==> src/hdl/rns_pkg.sv <==
package rns_pkg;

    // Default sizes of the weight table
    localparam int MAX_NEIGHBORS_DEF = 16;
    localparam int WEIGHT_BITS_DEF   = 16;

    // Fixed field widths
    localparam int FRAC_W  = 16;
    localparam int MASK_W  = 16;
    localparam int OIDX_W  = 4;
    localparam int COUNT_W = 5;

    // Command codes
    localparam logic CMD_LOAD   = 1'b0;
    localparam logic CMD_SELECT = 1'b1;

    // Register index of neighbor_count
    localparam logic [1:0] REG_NEIGHBOR_COUNT = 2'd0;

    // Sequencer states
    typedef enum logic [3:0] {
        ST_IDLE = 4'b0001,
        ST_SUM  = 4'b0010,
        ST_MUL  = 4'b0100,
        ST_SCAN = 4'b1000
    } t_state;

endpackage

==> src/hdl/roulette_neighbor_select_top.sv <==
// Channel   | Direction | Handshake              | Payload
// ----------+-----------+------------------------+-----------------------------------------
// item in   | input     | start high, busy low   | i_cmd, i_weight_index, i_weight_value,
//           |           |                        | i_excluded_mask, i_random_fraction
// result    | output    | o_valid, one cycle     | o_chosen_index, o_stay
// config    | input     | APB write, pready high | neighbor_count at byte address 0
//
// A load item leaves busy low, so the next item may follow at once.
// A select item makes two passes over the weight memory, one entry read per cycle:
// a sum pass, a step to scale the draw, then a scan pass that stops at the first
// hit; the single memory read port sets this pace.
// Reset is synchronous and active low; the weight valid bits clear at once, so no
// clearing pass is needed. The result strobe is never held off.
module roulette_neighbor_select_top
    import rns_pkg::*;
#(
    parameter int MAX_NEIGHBORS = MAX_NEIGHBORS_DEF,
    parameter int WEIGHT_BITS   = WEIGHT_BITS_DEF
) (
    input  logic                 i_clk,
    input  logic                 i_rst_n,
    // item channel
    input  logic                 start,
    output logic                 busy,
    input  logic                 i_cmd,
    input  logic [3:0]           i_weight_index,
    input  logic [15:0]          i_weight_value,
    input  logic [MASK_W-1:0]    i_excluded_mask,
    input  logic [FRAC_W-1:0]    i_random_fraction,
    // result channel
    output logic                 o_valid,
    output logic [OIDX_W-1:0]    o_chosen_index,
    output logic                 o_stay,
    // configuration port
    input  logic                 psel,
    input  logic                 penable,
    input  logic                 pwrite,
    input  logic [1:0]           paddr,
    input  logic [31:0]          pwdata,
    output logic [31:0]          prdata,
    output logic                 pready
);

    localparam int IDX_W   = (MAX_NEIGHBORS > 1) ? $clog2(MAX_NEIGHBORS) : 1;
    localparam int CNT_W   = $clog2(MAX_NEIGHBORS + 1);
    localparam int SUM_W   = WEIGHT_BITS + $clog2(MAX_NEIGHBORS + 1);
    localparam int SCALE_W = SUM_W + FRAC_W;

    // Weight memory and its valid bits
    logic [WEIGHT_BITS-1:0]   r_mem [MAX_NEIGHBORS];
    logic [MAX_NEIGHBORS-1:0] r_wvld;
    logic [WEIGHT_BITS-1:0]   r_rd_data;
    logic                     r_rd_hit;

    // Sequencer state
    t_state              r_state, n_state;
    logic [CNT_W-1:0]    r_addr, n_addr;
    logic                r_rd_vld, n_rd_vld;
    logic [IDX_W-1:0]    r_rd_idx;
    logic [SUM_W-1:0]    r_total, n_total;
    logic [SUM_W-1:0]    r_run, n_run;
    logic [SCALE_W-1:0]  r_scaled, n_scaled;
    logic [MASK_W-1:0]   r_mask, n_mask;
    logic [FRAC_W-1:0]   r_frac, n_frac;
    logic [CNT_W-1:0]    r_n, n_n;
    logic [COUNT_W-1:0]  r_count;
    logic                r_out_vld, n_out_vld;
    logic [OIDX_W-1:0]   r_out_idx, n_out_idx;
    logic                r_out_stay, n_out_stay;

    logic                   w_accept;
    logic                   w_wr_en;
    logic [7:0]             w_load_idx;
    logic [IDX_W-1:0]       w_rd_addr;
    logic                   w_issue;
    logic                   w_pass_end;
    logic [WEIGHT_BITS-1:0] w_word;
    logic [7:0]             w_rd_idx8;
    logic                   w_avail;
    logic [SUM_W-1:0]       w_run_sum;
    logic                   w_hit;
    logic [7:0]             w_cnt8;

    assign busy     = (r_state != ST_IDLE);
    assign w_accept = start && !busy;

    // Configuration port
    assign pready = 1'b1;
    assign prdata = (paddr == REG_NEIGHBOR_COUNT) ? 32'(r_count) : 32'd0;

    always_ff @(posedge i_clk) begin
        if (!i_rst_n) begin
            r_count <= '0;
        end else if (psel && penable && pwrite && pready && paddr == REG_NEIGHBOR_COUNT) begin
            r_count <= pwdata[COUNT_W-1:0];
        end
    end

    // Load write: drop indexes beyond the table
    assign w_load_idx = 8'(i_weight_index);
    assign w_wr_en    = w_accept && (i_cmd == CMD_LOAD) && (w_load_idx < 8'(MAX_NEIGHBORS));

    always_ff @(posedge i_clk) begin
        if (w_wr_en) begin
            r_mem[w_load_idx[IDX_W-1:0]] <= WEIGHT_BITS'(i_weight_value);
        end
    end

    always_ff @(posedge i_clk) begin
        if (!i_rst_n) begin
            r_wvld <= '0;
        end else if (w_wr_en) begin
            r_wvld[w_load_idx[IDX_W-1:0]] <= 1'b1;
        end
    end

    // Memory read, registered
    assign w_issue   = (r_state == ST_SUM || r_state == ST_SCAN) && (r_addr < r_n);
    assign w_rd_addr = r_addr[IDX_W-1:0];

    always_ff @(posedge i_clk) begin
        if (w_issue) begin
            r_rd_data <= r_mem[w_rd_addr];
            r_rd_hit  <= r_wvld[w_rd_addr];
            r_rd_idx  <= w_rd_addr;
        end
    end

    // Returned entry: unwritten entries read as zero, mask covers the first sixteen
    assign w_word     = r_rd_hit ? r_rd_data : '0;
    assign w_rd_idx8  = 8'(r_rd_idx);
    assign w_avail    = (w_rd_idx8 >= 8'(MASK_W)) || !r_mask[w_rd_idx8[3:0]];
    assign w_run_sum  = r_run + SUM_W'(w_word);
    assign w_hit      = r_scaled < (SCALE_W'(w_run_sum) << FRAC_W);
    assign w_pass_end = (r_addr == r_n) && !r_rd_vld;
    assign w_cnt8     = 8'(r_count);

    // Sequencer
    always_comb begin
        n_state    = r_state;
        n_addr     = r_addr;
        n_total    = r_total;
        n_run      = r_run;
        n_scaled   = r_scaled;
        n_mask     = r_mask;
        n_frac     = r_frac;
        n_n        = r_n;
        n_out_vld  = 1'b0;
        n_out_idx  = r_out_idx;
        n_out_stay = r_out_stay;
        case (r_state)
            ST_IDLE: begin
                if (w_accept && i_cmd == CMD_SELECT) begin
                    n_state = ST_SUM;
                    n_addr  = '0;
                    n_total = '0;
                    n_mask  = i_excluded_mask;
                    n_frac  = i_random_fraction;
                    n_n     = (w_cnt8 > 8'(MAX_NEIGHBORS)) ? CNT_W'(MAX_NEIGHBORS)
                                                           : CNT_W'(w_cnt8);
                end
            end
            ST_SUM: begin
                if (w_issue) begin
                    n_addr = r_addr + 1'b1;
                end
                if (r_rd_vld && w_avail) begin
                    n_total = r_total + SUM_W'(w_word);
                end
                if (w_pass_end) begin
                    n_state = ST_MUL;
                end
            end
            ST_MUL: begin
                n_scaled = SCALE_W'(r_frac) * SCALE_W'(r_total);
                if (r_total == '0) begin
                    n_state    = ST_IDLE;
                    n_out_vld  = 1'b1;
                    n_out_idx  = '0;
                    n_out_stay = 1'b1;
                end else begin
                    n_state = ST_SCAN;
                    n_addr  = '0;
                    n_run   = '0;
                end
            end
            ST_SCAN: begin
                if (w_issue) begin
                    n_addr = r_addr + 1'b1;
                end
                if (r_rd_vld && w_avail) begin
                    n_run = w_run_sum;
                    if (w_hit) begin
                        n_state    = ST_IDLE;
                        n_out_vld  = 1'b1;
                        n_out_idx  = OIDX_W'(r_rd_idx);
                        n_out_stay = 1'b0;
                    end
                end
                if (w_pass_end) begin
                    // scan ran out: report stay
                    n_state    = ST_IDLE;
                    n_out_vld  = 1'b1;
                    n_out_idx  = '0;
                    n_out_stay = 1'b1;
                end
            end
            default: begin
                n_state = ST_IDLE;
            end
        endcase
        // drop in-flight reads when the pass changes
        n_rd_vld = w_issue && (n_state == r_state);
    end

    // Control registers
    always_ff @(posedge i_clk) begin
        if (!i_rst_n) begin
            r_state   <= ST_IDLE;
            r_rd_vld  <= 1'b0;
            r_out_vld <= 1'b0;
            r_addr    <= '0;
        end else begin
            r_state   <= n_state;
            r_rd_vld  <= n_rd_vld;
            r_out_vld <= n_out_vld;
            r_addr    <= n_addr;
        end
    end

    // Payload registers
    always_ff @(posedge i_clk) begin
        r_total    <= n_total;
        r_run      <= n_run;
        r_scaled   <= n_scaled;
        r_mask     <= n_mask;
        r_frac     <= n_frac;
        r_n        <= n_n;
        r_out_idx  <= n_out_idx;
        r_out_stay <= n_out_stay;
    end

    assign o_valid        = r_out_vld;
    assign o_chosen_index = r_out_idx;
    assign o_stay         = r_out_stay;

endmodule

==> config.mk <==
export PLATFORM = sky130hd
export DESIGN_NAME = roulette_neighbor_select_top
export DESIGN_NICKNAME = d
export VERILOG_FILES = /design/src/hdl/rns_pkg.sv /design/src/hdl/roulette_neighbor_select_top.sv
export SDC_FILE = /design/constraint.sdc
export NUM_CORES = 1
export LEC_CHECK = 0
export BUFFER_PORTS_ARGS = -buffer_cell sky130_fd_sc_hd__clkbuf_2
export CAP_MARGIN = 20
export CORE_MARGIN = 2
export CORE_UTILIZATION = 68
export DETAILED_ROUTE_END_ITERATION = 16
export GPL_TIMING_DRIVEN = 0
export PLACE_DENSITY = 0.87
export SLEW_MARGIN = 20
export SYNTH_ARGS = -nofsm -noshare
export SYNTH_HDL_FRONTEND = slang
export SYNTH_SLANG_ARGS = --single-unit
==> constraint.sdc <==
create_clock -name i_clk -period 15.83 [get_ports i_clk]
set_input_delay 2.3745 -clock i_clk [delete_from_list [all_inputs] [get_ports i_clk]]
set_output_delay 2.3745 -clock i_clk [all_outputs]
set_load 0.01 [all_outputs]
# == After elaboration in Yosys (flattened, before gate mapping) ==
# Memories as Yosys holds them, arrays and structs flattened. A register that Yosys moved wholly into a read port is not among the register bits.
# Index checks and enable logic that the tools add are counted.
# classes
addsub,3
multipliers,1
order_cmp,9
eq_ne,15
n_mux,42
bitwise,2
n_reduce_logical,28
# op_table
cell,n
21-bit two-way mux,4
21-bit case mux with 2 select lines,2
21-bit by 16-bit adder with 21-bit output,2
4-bit two-way mux,10
37-bit less-than comparator,1
16-bit by 21-bit multiplier with 37-bit output,1
21-bit zero test,1
4-bit by 5-bit less-than comparator with 1-bit output (second input constant),4
5-bit two-way mux,4
16-bit two-way mux,1
16-bit bitwise OR,1
4-bit case mux with 4 select lines,1
5-bit case mux with 3 select lines,1
1-bit two-way mux,13
1-bit logical AND,12
1-bit binary-select mux with 4-bit select,2
4-bit case mux with 2 select lines,1
4-bit AND reduction,2
2-bit by 1-bit != test with 1-bit output (second input constant),3
2-bit != test (second input constant),3
3-bit AND reduction,2
5-bit by 1-bit adder with 5-bit output (second input constant),1
5-bit equality test,1
4-bit by 5-bit greater-or-equal comparator with 1-bit output (second input constant),1
21 further kinds,26
# totals
ff_bits,158
mem_bits_rw,256
in_bits,93
out_inout_bits,40
wordCells,117
n_memories,1
# mem_list
name,words,word_bits,read_ports,rd_clocked_by_memory_dff,wr,line,text
r_mem,16,16,1,1,1,roulette_neighbor_select_top.sv:50,logic [WEIGHT_BITS-1:0] r_mem [MAX_NEIGHBORS];

# == Longest topological paths before layout ==
# depth
ltp_word,10
mapped_depth,27

# == Worst setup path before layout ==
# Ideal clock, no wire load.
# synth_path
kind,reg2reg
start,reg r_total[10]
end,"reg r_scaled[36], data pin"
setup_ns,0.260
t_arrival_ns,6.327
slack_ns,9.243
path_stages_with_launch,27
n_path_buf,2
synth_period_minus_slack_ns,6.587
cell_sequence,edfxtp_1 -> clkbuf_1 -> buf_1 -> nand2_1 -> fa_1 -> inv_1 -> fa_1 -> inv_1 -> fa_1 -> inv_1 -> fa_1 -> fa_1 -> inv_1 -> fa_1 -> inv_1 -> ha_1 -> a21o_1 -> a21o_1 -> a21oi_1 -> o22a_1 -> o21ai_2 -> a31oi_2 -> o31ai_2 -> a2111oi_2 -> o31ai_1 -> a21oi_1 -> xnor2_1
# synth_via
elab_chain_len,1
# synth_lines
element,line,text
start: declaration,roulette_neighbor_select_top.sv:60,"logic [SUM_W-1:0] r_total, n_total;"
start signal: assignment,roulette_neighbor_select_top.sv:233,r_total <= n_total;
16-bit by 21-bit multiplier with 37-bit output,roulette_neighbor_select_top.sv:175,n_scaled = SCALE_W'(r_frac) * SCALE_W'(r_total);
end signal: assignment,roulette_neighbor_select_top.sv:235,r_scaled <= n_scaled;
end: declaration,roulette_neighbor_select_top.sv:62,"logic [SCALE_W-1:0] r_scaled, n_scaled;"
# No other way between the ends.
# A chain may end at the register's enable or synchronous reset.

# == Final worst setup path ==
# layout_path
start,reg r_total[2]
end,"reg r_scaled[36], data pin"
# The elaborated chain is that of the path after synthesis.

==> flow_summary.yaml <==
clock_network:
  tritoncts: "built"
  cts_repair_resize_count: 0
  hold_buffers: 0
  numCtsBuffers: 42
  clockBufferDepth: 3
  reg_clk_slew_reported_paths_ns: 0.06
  post-cts-setup-buffers: 0
  worstSkewPairLatency_ns: 0.59
  tritoncts_num_sinks: 414
  h_tree_level_count: 2
  cts_root_buffer: "clkbuf_16"
placed_design:
  port_buffers: 77
  finalWeightedCongestion: 0.948
  placement.setup.worst_slack_ns: 8.03
  post-place-cells: 2912
  place_hpwl_mm: 51.8
route:
  average_vias_per_placed_instance: 6.21
  drtPass1Iterations: 7
  detail_route.wl_per_cell_um: 24.3
  antenna_violating_nets_post_route: 0
  routed_wirelength_mm: 72.8
  detailedRoute.firstIterationViolations: 1833
  drc_errors: 0
  vias: 18576
timing:
  timing_max_transition_violations_final: 0
  worst_pin_slew_ns: 1.06
  whs_ns: 0.466
  maximum_operating_frequency_mhz: 125
  finalCriticalPeriod_ns: 7.98
  timing.final.setup_violations: 0
  finalHoldViolations: 0
  tns_ns: 0
  worst_clock_skew_ns: 0.0306
  layout_worst_path_cycle_share_pct: 50.4
  postLayoutSetupSlackWorst_ns: 7.85
  slew-limit-headroom_pct: 28.5
  rsz_0062_raised_after_global_routing: "false"
global_route:
  largest_net_degree_at_the_start_of_global_routing: 34
  grt_overflow_total: 0
  grt_util_all_layers_pct: 35.0
  via_count_of_the_first_global_routing_pass: 20111
  grt_first_pass_wirelength_mm: 113
  antenna_found_initial: 2
finish:
  fillers: 2472
  layout.area.seq_um2: 12100
  post_route_cells_drive_above_1_share_pct: 14.0
  area_growth_syn_to_layout_pct: 10.4
  finish.net_count: 2932
  final_cell_count_no_fill: 2990
  multiInputGateArea_um2: 14400
pwr:
  cellLeakagePower_nw: 12.8
  clkPwrFrac_pct: 26.3
  vdd.ir_drop.worst_uv: 159
  comb_power_share_pct: 41.8
  power_density_nw_per_um2: 130
  seq_power_share_pct: 31.9
  power.share.switching_pct: 35.2
  p_int_mw: 2.63
  power.net_switching_mw: 1.43
synthesis:
  netlist_top_cells_count: "382 x edfxtp_1, 334 x inv_1, 263 x fa_1, 231 x nand2_1, 170 x and2_1"
  synth-seq-cells: 414
  synth_top_flop_cell: "edfxtp_1"
  synth-edff-count: 382
  synthesis.instances: 2261
  synthMostInstantiatedCell: "edfxtp_1"
  synth_top_area_share_pct: 40.6
  synth_area_um2: 28200
  seq_area_frac_synth_pct: 42.9
  netlist_top_cells_area: "edfxtp_1 41%, fa_1 19%, mux4_2 7.2%"
  share_of_synthesized_registers_carrying_an_async_set_or_reset_pct: 0
  synthDistinctLibCells: 80
  synth.largest_area_cell: "edfxtp_1"
  yosys_warnings: 0
  postSynthAreaPerCell_um2: 12.5
run_status:
  status: "complete, no violations"
hold_path:
  hold_end: "r_wvld[11]"
  start_point_of_the_worst_hold_path: "r_wvld[11]"
  min_path_type: "reg -> reg"
  hold_depth: 1
critical_path:
  criticalPathCategory: "reg -> reg"
  number_of_cells_on_the_worst_reg_to_reg_path: 23
  crit_arrival_ns: 8.30
  worst_path_most_repeated_cell: "fa_1"
  critical_path.cell_chain: "clkbuf_1, clkbuf_1, nand2_1, fa_1, fa_1, inv_1, fa_1, fa_1, fa_1, inv_1, fa_1, inv_1, ha_1, and3_1, nand3_1, or2_1, o21ai_2, a31oi_2, o31ai_2, a2111oi_2, o31ai_1, a21oi_1, xnor2_1"
  crit_path_max_incr_delay_ns: 0.69
  worst-path-max-fanout: 11
  rr_startpoint: "r_total[2]"
  regToRegSetupSlack_ns: 7.85
  worst_path_max_delay_cell: "clkbuf_1"
  critPathRequiredTime_ns: 16.15
  end_kind: "register"
  reg2reg_to: "r_scaled[36]"
  worst_setup_path_start_kind: "register"
die:
  die_height_um: 208
  initial_utilization_pct: 69.0
  fp.coreArea_um2: 40900
  io-pin-count: 133
  dieWidth_um: 208
  floorplan.die_area_um2: 43200
  placementRows: 74
run:
  cap_violations: 0
## kinds of logic (layout without fill, tap and decap cells)
group | after synthesis | count (layout) | share of synthesized area, %
other cells | 2 | 29 | 0.0266
mux | 96 | 96 | 7.39
buf+inv | 471 | 641 | 6.73
flops | 414 | 414 | 42.9
compound gates | 194 | 194 | 4.96
xor+xnor | 65 | 65 | 2.02
simple gates | 599 | 599 | 10.4
fa+ha+maj | 420 | 420 | 25.6
## power by group through the flow
| stage | clock network (mW) | registers [mW] | logic (mW) |
|---|---|---|---|
| 2_1_floorplan | 0 | 1.31 | 1.23 |
| 3_3_place_gp | 0 | 1.32 | 1.60 |
| 3_5_place_dp | 0 | 1.32 | 1.65 |
| 4_1_cts | 1.07 | 1.29 | 1.70 |
| 5_1_grt | 1.11 | 1.30 | 1.93 |
| 6_report | 1.07 | 1.30 | 1.70 |
## through the flow
| step | cell area [µm²] | power [mW] | utilization [%] |
|---|---|---|---|
| after CTS | 31100 | 4.07 | 76.1 |
| after floorplan | 28300 | 2.54 | - |
| after detailed placement | 29700 | 2.97 | 72.5 |
| after global placement | 29400 | 2.92 | 71.8 |
| after global routing | 31200 | 4.34 | 76.1 |
| final | 31200 | 4.06 | 76.1 |
## critical path, delay by kind of cell, from the launching register on
kind                     cells  cell delay, ns
XOR/XNOR                     1            0.14
AO/OA/AOI/OAI                6            1.62
AND/OR/NAND/NOR              4            0.74
flip-flops                   1            0.42
buffers and inverters        5            1.49
adder cells (fa/ha/maj)      7            3.28
## sequential cells by signal, indices dropped and copies added, names as in the netlist
signal          flops
r_mem             256
r_run              21
r_scaled           21
r_total            21
r_frac             16
r_mask             16
r_rd_data          16
r_wvld             16
r_addr              5
r_count             5
r_n                 5
o_chosen_index      4
r_rd_idx            4
r_state             4
o_stay              1
o_valid             1
r_rd_hit            1
r_rd_vld            1
## layer usage
metal | GRT usage, % | vias up | wire (µm)
li1 | - | 7895 | -
met1 | 40.3 | 9271 | 24300
met2 | 62.5 | 1121 | 37900
met3 | 7.11 | 287 | 6470
met4 | 17.6 | 2 | 4070
met5 | 0 | - | 14
## worst max path at each step
stage                      from           end  slack [ns]  cells after the start
global placement     r_total[6]  r_scaled[36]        8.10                     23
detailed placement   r_total[2]  r_scaled[36]        8.03                     23
global route         r_total[2]  r_scaled[36]        7.52                     23
CTS                  r_total[6]  r_scaled[36]        7.98                     23
floorplan           r_total[10]  r_scaled[36]        9.24                     26
finish               r_total[2]  r_scaled[36]        7.85                     23
## placed cells by master, fill, tap and decap left out, types with 18 or more instances in the layout
| master | Yosys | layout |
|---|---|---|
| nand2_1 | 231 | 231 |
| o21a_1 | 27 | 27 |
| inv_1 | 334 | 333 |
| dfxtp_1 | 32 | 32 |
| a21o_1 | 19 | 19 |
| a21oi_1 | 50 | 49 |
| clkbuf_16 | 0 | 42 |
| clkbuf_2 | 0 | 84 |
| nand3_1 | 21 | 21 |
| xnor2_1 | 40 | 40 |
| conb_1 | 2 | 28 |
| fa_1 | 263 | 263 |
| mux4_2 | 90 | 90 |
| clkbuf_1 | 88 | 94 |
| ha_1 | 152 | 152 |
| edfxtp_1 | 382 | 382 |
| xor2_1 | 25 | 25 |
| and2_1 | 170 | 170 |
| buf_4 | 29 | 37 |
| nor2_1 | 91 | 79 |
| o21ai_0 | 19 | 18 |
## layout make-up
type | count | area share, %
Antenna cell | 1 | 0.00803
Buffer | 135 | 2.08
Clock buffer | 53 | 3.60
Clock inverter | 24 | 1.14
Inverter | 336 | 4.05
Multi-Input combinational cell | 1402 | 46.3
Sequential cell | 414 | 38.9
Tap cell | 532 | 2.14
Timing Repair Buffer | 93 | 1.78
No activity file was read; power rests on OpenSTA's default activity.
